`config.mk`:
```
export PLATFORM = sky130hd
export DESIGN_NAME = ptw_ctrl
export DESIGN_NICKNAME = d
export VERILOG_FILES = /design/src/rtl/core/ptw_pkg.sv /design/src/rtl/core/ptw_ctrl.sv
export SDC_FILE = /design/constraint.sdc
export NUM_CORES = 1
export LEC_CHECK = 0
export BUFFER_PORTS_ARGS = -buffer_cell sky130_fd_sc_hd__buf_2
export CORE_AREA = 2 2 39 41
export DETAILED_ROUTE_END_ITERATION = 8
export DIE_AREA = 0 0 41 43
export PLACE_DENSITY_LB_ADDON = 0.05
export SETUP_SLACK_MARGIN = 0.3
export SLEW_MARGIN = 15
export SYNTH_ARGS = -nofsm -noshare
export SYNTH_HDL_FRONTEND = slang
export SYNTH_SLANG_ARGS = --single-unit
```
`constraint.sdc`:
```
create_clock -name clk -period 2.6 [get_ports clk]
set_input_delay 0.52 -clock clk [delete_from_list [all_inputs] [get_ports clk]]
set_output_delay 0.52 -clock clk [all_outputs]
set_load 0.05 [all_outputs]
```
`src/rtl/core/ptw_pkg.sv`:
```
// Shared types, widths and codes for the four-level page table walker.
// No dependencies; ptw_ctrl, ptw_datapath and the top level import this package.
`timescale 1ns / 1ps

package ptw_pkg;

  localparam int MEM_WORDS_DEFAULT = 4096;

  localparam int ENTRY_W      = 64;
  localparam int LA_W         = 48;
  localparam int FRAME_W      = 36;
  localparam int IDX_W        = 9;
  localparam int WORD_INDEX_W = 12;
  localparam int LEVELS_W     = 3;
  localparam int LEVEL_W      = 2;
  localparam int WORD_ADDR_W  = FRAME_W + IDX_W;

  localparam int FRAME_LSB      = 12;
  localparam int FRAME_MSB      = 47;
  localparam int LARGE_PAGE_BIT = 7;

  localparam logic OP_WALK  = 1'b0;
  localparam logic OP_WRITE = 1'b1;

  localparam logic [LEVEL_W-1:0] LVL_TOP  = 2'd0;
  localparam logic [LEVEL_W-1:0] LVL_PTR  = 2'd1;
  localparam logic [LEVEL_W-1:0] LVL_DIR  = 2'd2;
  localparam logic [LEVEL_W-1:0] LVL_LEAF = 2'd3;

  // Controller to datapath.
  typedef struct packed {
    logic write;  // store one table word
    logic load;   // begin a walk, issue the top-level read
    logic step;   // consume the entry returned by the memory
  } ptw_cmd_t;

  // Datapath to controller.
  typedef struct packed {
    logic first_ok;  // top-level entry address lies inside memory
    logic walk_end;  // entry on hand finishes the walk
  } ptw_stat_t;

  // Table index for one level, taken from linear address bits 47:12.
  function automatic logic [IDX_W-1:0] level_index(input logic [FRAME_W-1:0] vpn,
                                                   input logic [LEVEL_W-1:0] lvl);
    logic [IDX_W-1:0] idx;
    case (lvl)
      LVL_TOP:  idx = vpn[35:27];
      LVL_PTR:  idx = vpn[26:18];
      LVL_DIR:  idx = vpn[17:9];
      LVL_LEAF: idx = vpn[8:0];
      default:  idx = vpn[8:0];
    endcase
    return idx;
  endfunction

endpackage

```
`src/rtl/core/ptw_ctrl.sv`:
```
// Walk controller: sequences write and walk items, drives busy and the result strobe.
// Depends on ptw_pkg.
`timescale 1ns / 1ps

module ptw_ctrl (
  input  logic               clk,
  input  logic               rst,
  input  logic               start,
  input  logic               operation,
  input  ptw_pkg::ptw_stat_t stat,
  output ptw_pkg::ptw_cmd_t  cmd,
  output logic               busy,
  output logic               done
);
  import ptw_pkg::*;

  typedef enum logic {
    ST_IDLE,
    ST_WALK
  } state_t;

  state_t state;

  always_comb begin
    cmd = '0;
    case (state)
      ST_IDLE: begin
        if (start) begin
          if (operation == OP_WRITE) begin
            cmd.write = 1'b1;
          end else begin
            cmd.load = 1'b1;
          end
        end
      end
      ST_WALK: cmd.step = 1'b1;
      default: cmd = '0;
    endcase
  end

  assign busy = (state == ST_WALK);

  always_ff @(posedge clk) begin
    if (rst) begin
      state <= ST_IDLE;
      done  <= 1'b0;
    end else begin
      done <= 1'b0;
      case (state)
        ST_IDLE: begin
          if (cmd.load) begin
            // Root table outside memory: report at once.
            if (stat.first_ok) begin
              state <= ST_WALK;
            end else begin
              done <= 1'b1;
            end
          end
        end
        ST_WALK: begin
          if (stat.walk_end) begin
            state <= ST_IDLE;
            done  <= 1'b1;
          end
        end
        default: state <= ST_IDLE;
      endcase
    end
  end

endmodule

```
[After elaboration in Yosys (flattened, before gate mapping)]
Cells that the tools add are included.
Cells by class
  multiplexer cells: 13
  bitwise operators: 1
Operators with widths (number)
  1-bit 2-to-1 mux: 9
  2-bit 2-to-1 mux: 2
  1-bit case mux with 2 select lines: 2
  1-bit inverter: 1
Word-level totals
  flip-flop bits (word level): 2
  output and inout port bits: 5

[Logic depth before layout (Yosys ltp)]
  depth in word-level cells: 5
  depth in mapped cells: 2

[Least setup slack after synthesis]
Ideal clock, no wire load.
  path kind: register -> output
  start point: register state, in the netlist busy
  end point: output port cmd[1] (netlist bit)
  data arrival time: 1.745 ns
  required time: 2.080 ns
  setup slack: 0.335 ns
  stages on the path, launching flop included: 2
  buffers on the path: 0
  cell sequence: dfxtp_1 nor3b_1
RTL lines
  from (decl): RTL line ptw_ctrl.sv:22  | state_t state;
  from (signal assigned): RTL line ptw_ctrl.sv:45  | state <= ST_IDLE;
  from (signal assigned): RTL line ptw_ctrl.sv:54  | state <= ST_WALK;
  from (signal assigned): RTL line ptw_ctrl.sv:62  | state <= ST_IDLE;
  to (decl): RTL line ptw_ctrl.sv:11  | output ptw_pkg::ptw_cmd_t cmd,

==> flow_summary.json <==
{
  "ys_types": 9,
  "cts_root_buf": "clkbuf_4",
  "drt_wl_total_microns": 311,
  "fin_setup_tns_ps": 0,
  "finalWeightedCongestion": 0.558,
  "vias": 119,
  "placed_cells": 37,
  "final.setup_skew_ps": 0.472,
  "drtIter0Drc": 0,
  "cp_common_cell": "buf_2",
  "r2r_setup_slack_ps": 1480,
  "seq_area_frac_synth": 0.381,
  "status": "complete, no violations",
  "synth-xor-area-share": 0,
  "yosys.area_share.simple": 0.452,
  "core_area_sq_um": 1380,
  "hold_viol_final": 0,
  "cp.depth": 3,
  "cts_setup_buffers": 0,
  "post-route-period-util": 0.627,
  "drtAntennaViolNets": 0,
  "critPathLaunchType": "input pin",
  "num_rows": 14,
  "path_buf_inv": 2,
  "crit_chain": "buf_2 -> nor3b_1 -> buf_2",
  "clk_pin_slew_worst_paths_ps": 30,
  "via_per_inst": 2.98,
  "worstSetupPathType": "in -> out",
  "numPortBuffers": 10,
  "cp_slowest_stage_delay_ps": 290,
  "antenna_cells": 0,
  "worst_pin_slew_ps": 249,
  "ff2ff_path_depth": 2,
  "rsz0062_at_grt": "false",
  "antenna_found_initial": 0,
  "grt_pass1_vias": 124,
  "io_pins": 11,
  "finalCriticalPeriod_ps": 1630,
  "nets": 32,
  "muxShareOfSynthArea": 0,
  "cts_buffers": 3,
  "r2r_start": "busy",
  "drt-pass1-iter-count": 1,
  "setup_viol": 0,
  "htreeDepth": 1,
  "rr_endpoint": "done",
  "syn_avg_cell_area_sq_um": 8.76,
  "cts_tree": "yes",
  "drc": 0,
  "power_per_cell_area_nw_per_um2": 663,
  "min_path_type": "in -> reg",
  "grt.total_usage": 0.0380,
  "die_w_microns": 41,
  "cp-endpoint": "cmd[1]",
  "finalInstanceArea_sq_um": 190,
  "fin_total_pwr_mw": 0.126,
  "place_area_sq_um": 168,
  "grt_overflow": 0,
  "crit_fanout": 4,
  "syn_inst": 12,
  "worstPathArrival_ps": 1110,
  "synth_top_family_by_area": "simple AND/OR/NAND/NOR gates",
  "clk_latency_ps": 220,
  "grt_max_degree": 9,
  "cp-end-kind": "primary output",
  "mappedNetlistArea_sq_um": 105,
  "synth-compound-area-share": 0.0952,
  "die_y_microns": 43,
  "die_area_sq_um": 1760,
  "start_util": 0.0759,
  "leakagePower_nw": 0.0917,
  "max_clock_freq_mhz": 614,
  "cts.sinks": 2,
  "drive_above_1_share": 0.542,
  "cp-startpoint": "operation",
  "syn2layout_area_growth_pct": 81.0,
  "routedWlPerCell_microns": 7.78,
  "required_ps": 2080,
  "ys_ff_latch": 2,
  "stdcell_count": 40,
  "slew_viol_final": 0,
  "dpl.hpwl_microns": 254,
  "slew_headroom": 0.835,
  "cts_resized": 0,
  "ir_drop_v": 0.0000912,
  "cts_buffer_depth": 2,
  "cp_top_family": "buffers and inverters",
  "synth-warning-count": 0,
  "synth_fa_ha_area_frac": 0,
  "ctsHoldBuffers": 0,
  "maxCapViolCount": 0,
  "syn_nets": 18,
  "fill_cells": 163,
  "grt_pass1_wl_microns": 400,
  "cp_slowest_cell": "buf_2"
}
-- how the worst min path moves through the flow --
| stage | startpoint | cells after the start | slack (ps) | end |
|---|---|---|---|---|
| finish | rst | 2 | 470 | busy |
| global route | rst | 2 | 470 | busy |
| CTS | rst | 2 | 470 | busy |
| detailed placement | busy | 2 | 550 | done |
| global placement | busy | 2 | 560 | done |
| floorplan | rst | 1 | 590 | busy |
-- per-layer routing --
metal  track usage  part of all wire  vias to the layer above
li1              -                 -                       67
met1        0.0446              0.45                       45
met2        0.0375              0.45                        7
met3             0             0.096                        0
met4        0.0800                 0                        0
met5             0                 0                        -
-- where the power goes --
| group | internal [mW] | switching (mW) | total (mW) |
|---|---|---|---|
| clock network | 0.0509 | 0.0170 | 0.0678 |
| registers | 0.0321 | 0.00106 | 0.0332 |
| logic | 0.00753 | 0.0175 | 0.0250 |
| total | 0.0905 | 0.0355 | 0.126 |
-- cells by family after synthesis --
group / count (synthesis)
flip-flops: 2
AND/OR/NAND/NOR: 7
buffers and inverters: 1
AO/OA/AOI/OAI: 2
-- Yosys cell counts --
| master | number | area share |
|---|---|---|
| a21oi_1 | 2 | 0.095 |
| dfxtp_1 | 2 | 0.38 |
| nand2_1 | 2 | 0.071 |
| buf_4 | 1 | 0.071 |
| nand4bb_1 | 1 | 0.11 |
| nor2_1 | 1 | 0.036 |
| nor3b_1 | 1 | 0.071 |
| or2b_1 | 1 | 0.071 |
| or4b_1 | 1 | 0.095 |
-- layout make-up --
cell class,count,area [sq um],area share
clock buffers,3,22.5,0.118
multi-input cells,9,57.6,0.303
flip-flops and latches,2,40.0,0.211
well taps,16,20.0,0.105
repair buffers,10,50.0,0.263
-- state kept, by name (all words and copies together), names as in the netlist --
signal  cells
busy        1
done        1
-- stage by stage --
stage | setup WS (ps) | hold slack, ps | utilization
4_1_cts | 967 | 466 | 0.137
3_5_place_dp | 974 | 550 | 0.121
2_1_floorplan | 335 | 589 | -
5_1_grt | 918 | 475 | 0.137
6_report | 970 | 472 | 0.137
3_3_place_gp | 989 | 564 | 0.121
-- cell usage in the layout, fill, tap and decap left out --
cell type,synthesis,layout
nand2_1,2,2
nand4bb_1,1,1
or2b_1,1,1
or4b_1,1,1
clkbuf_4,0,3
nor3b_1,1,1
buf_2,0,10
dfxtp_1,2,2
a21oi_1,2,2
nor2_1,1,1
No activity file was read; power rests on OpenSTA's default activity.
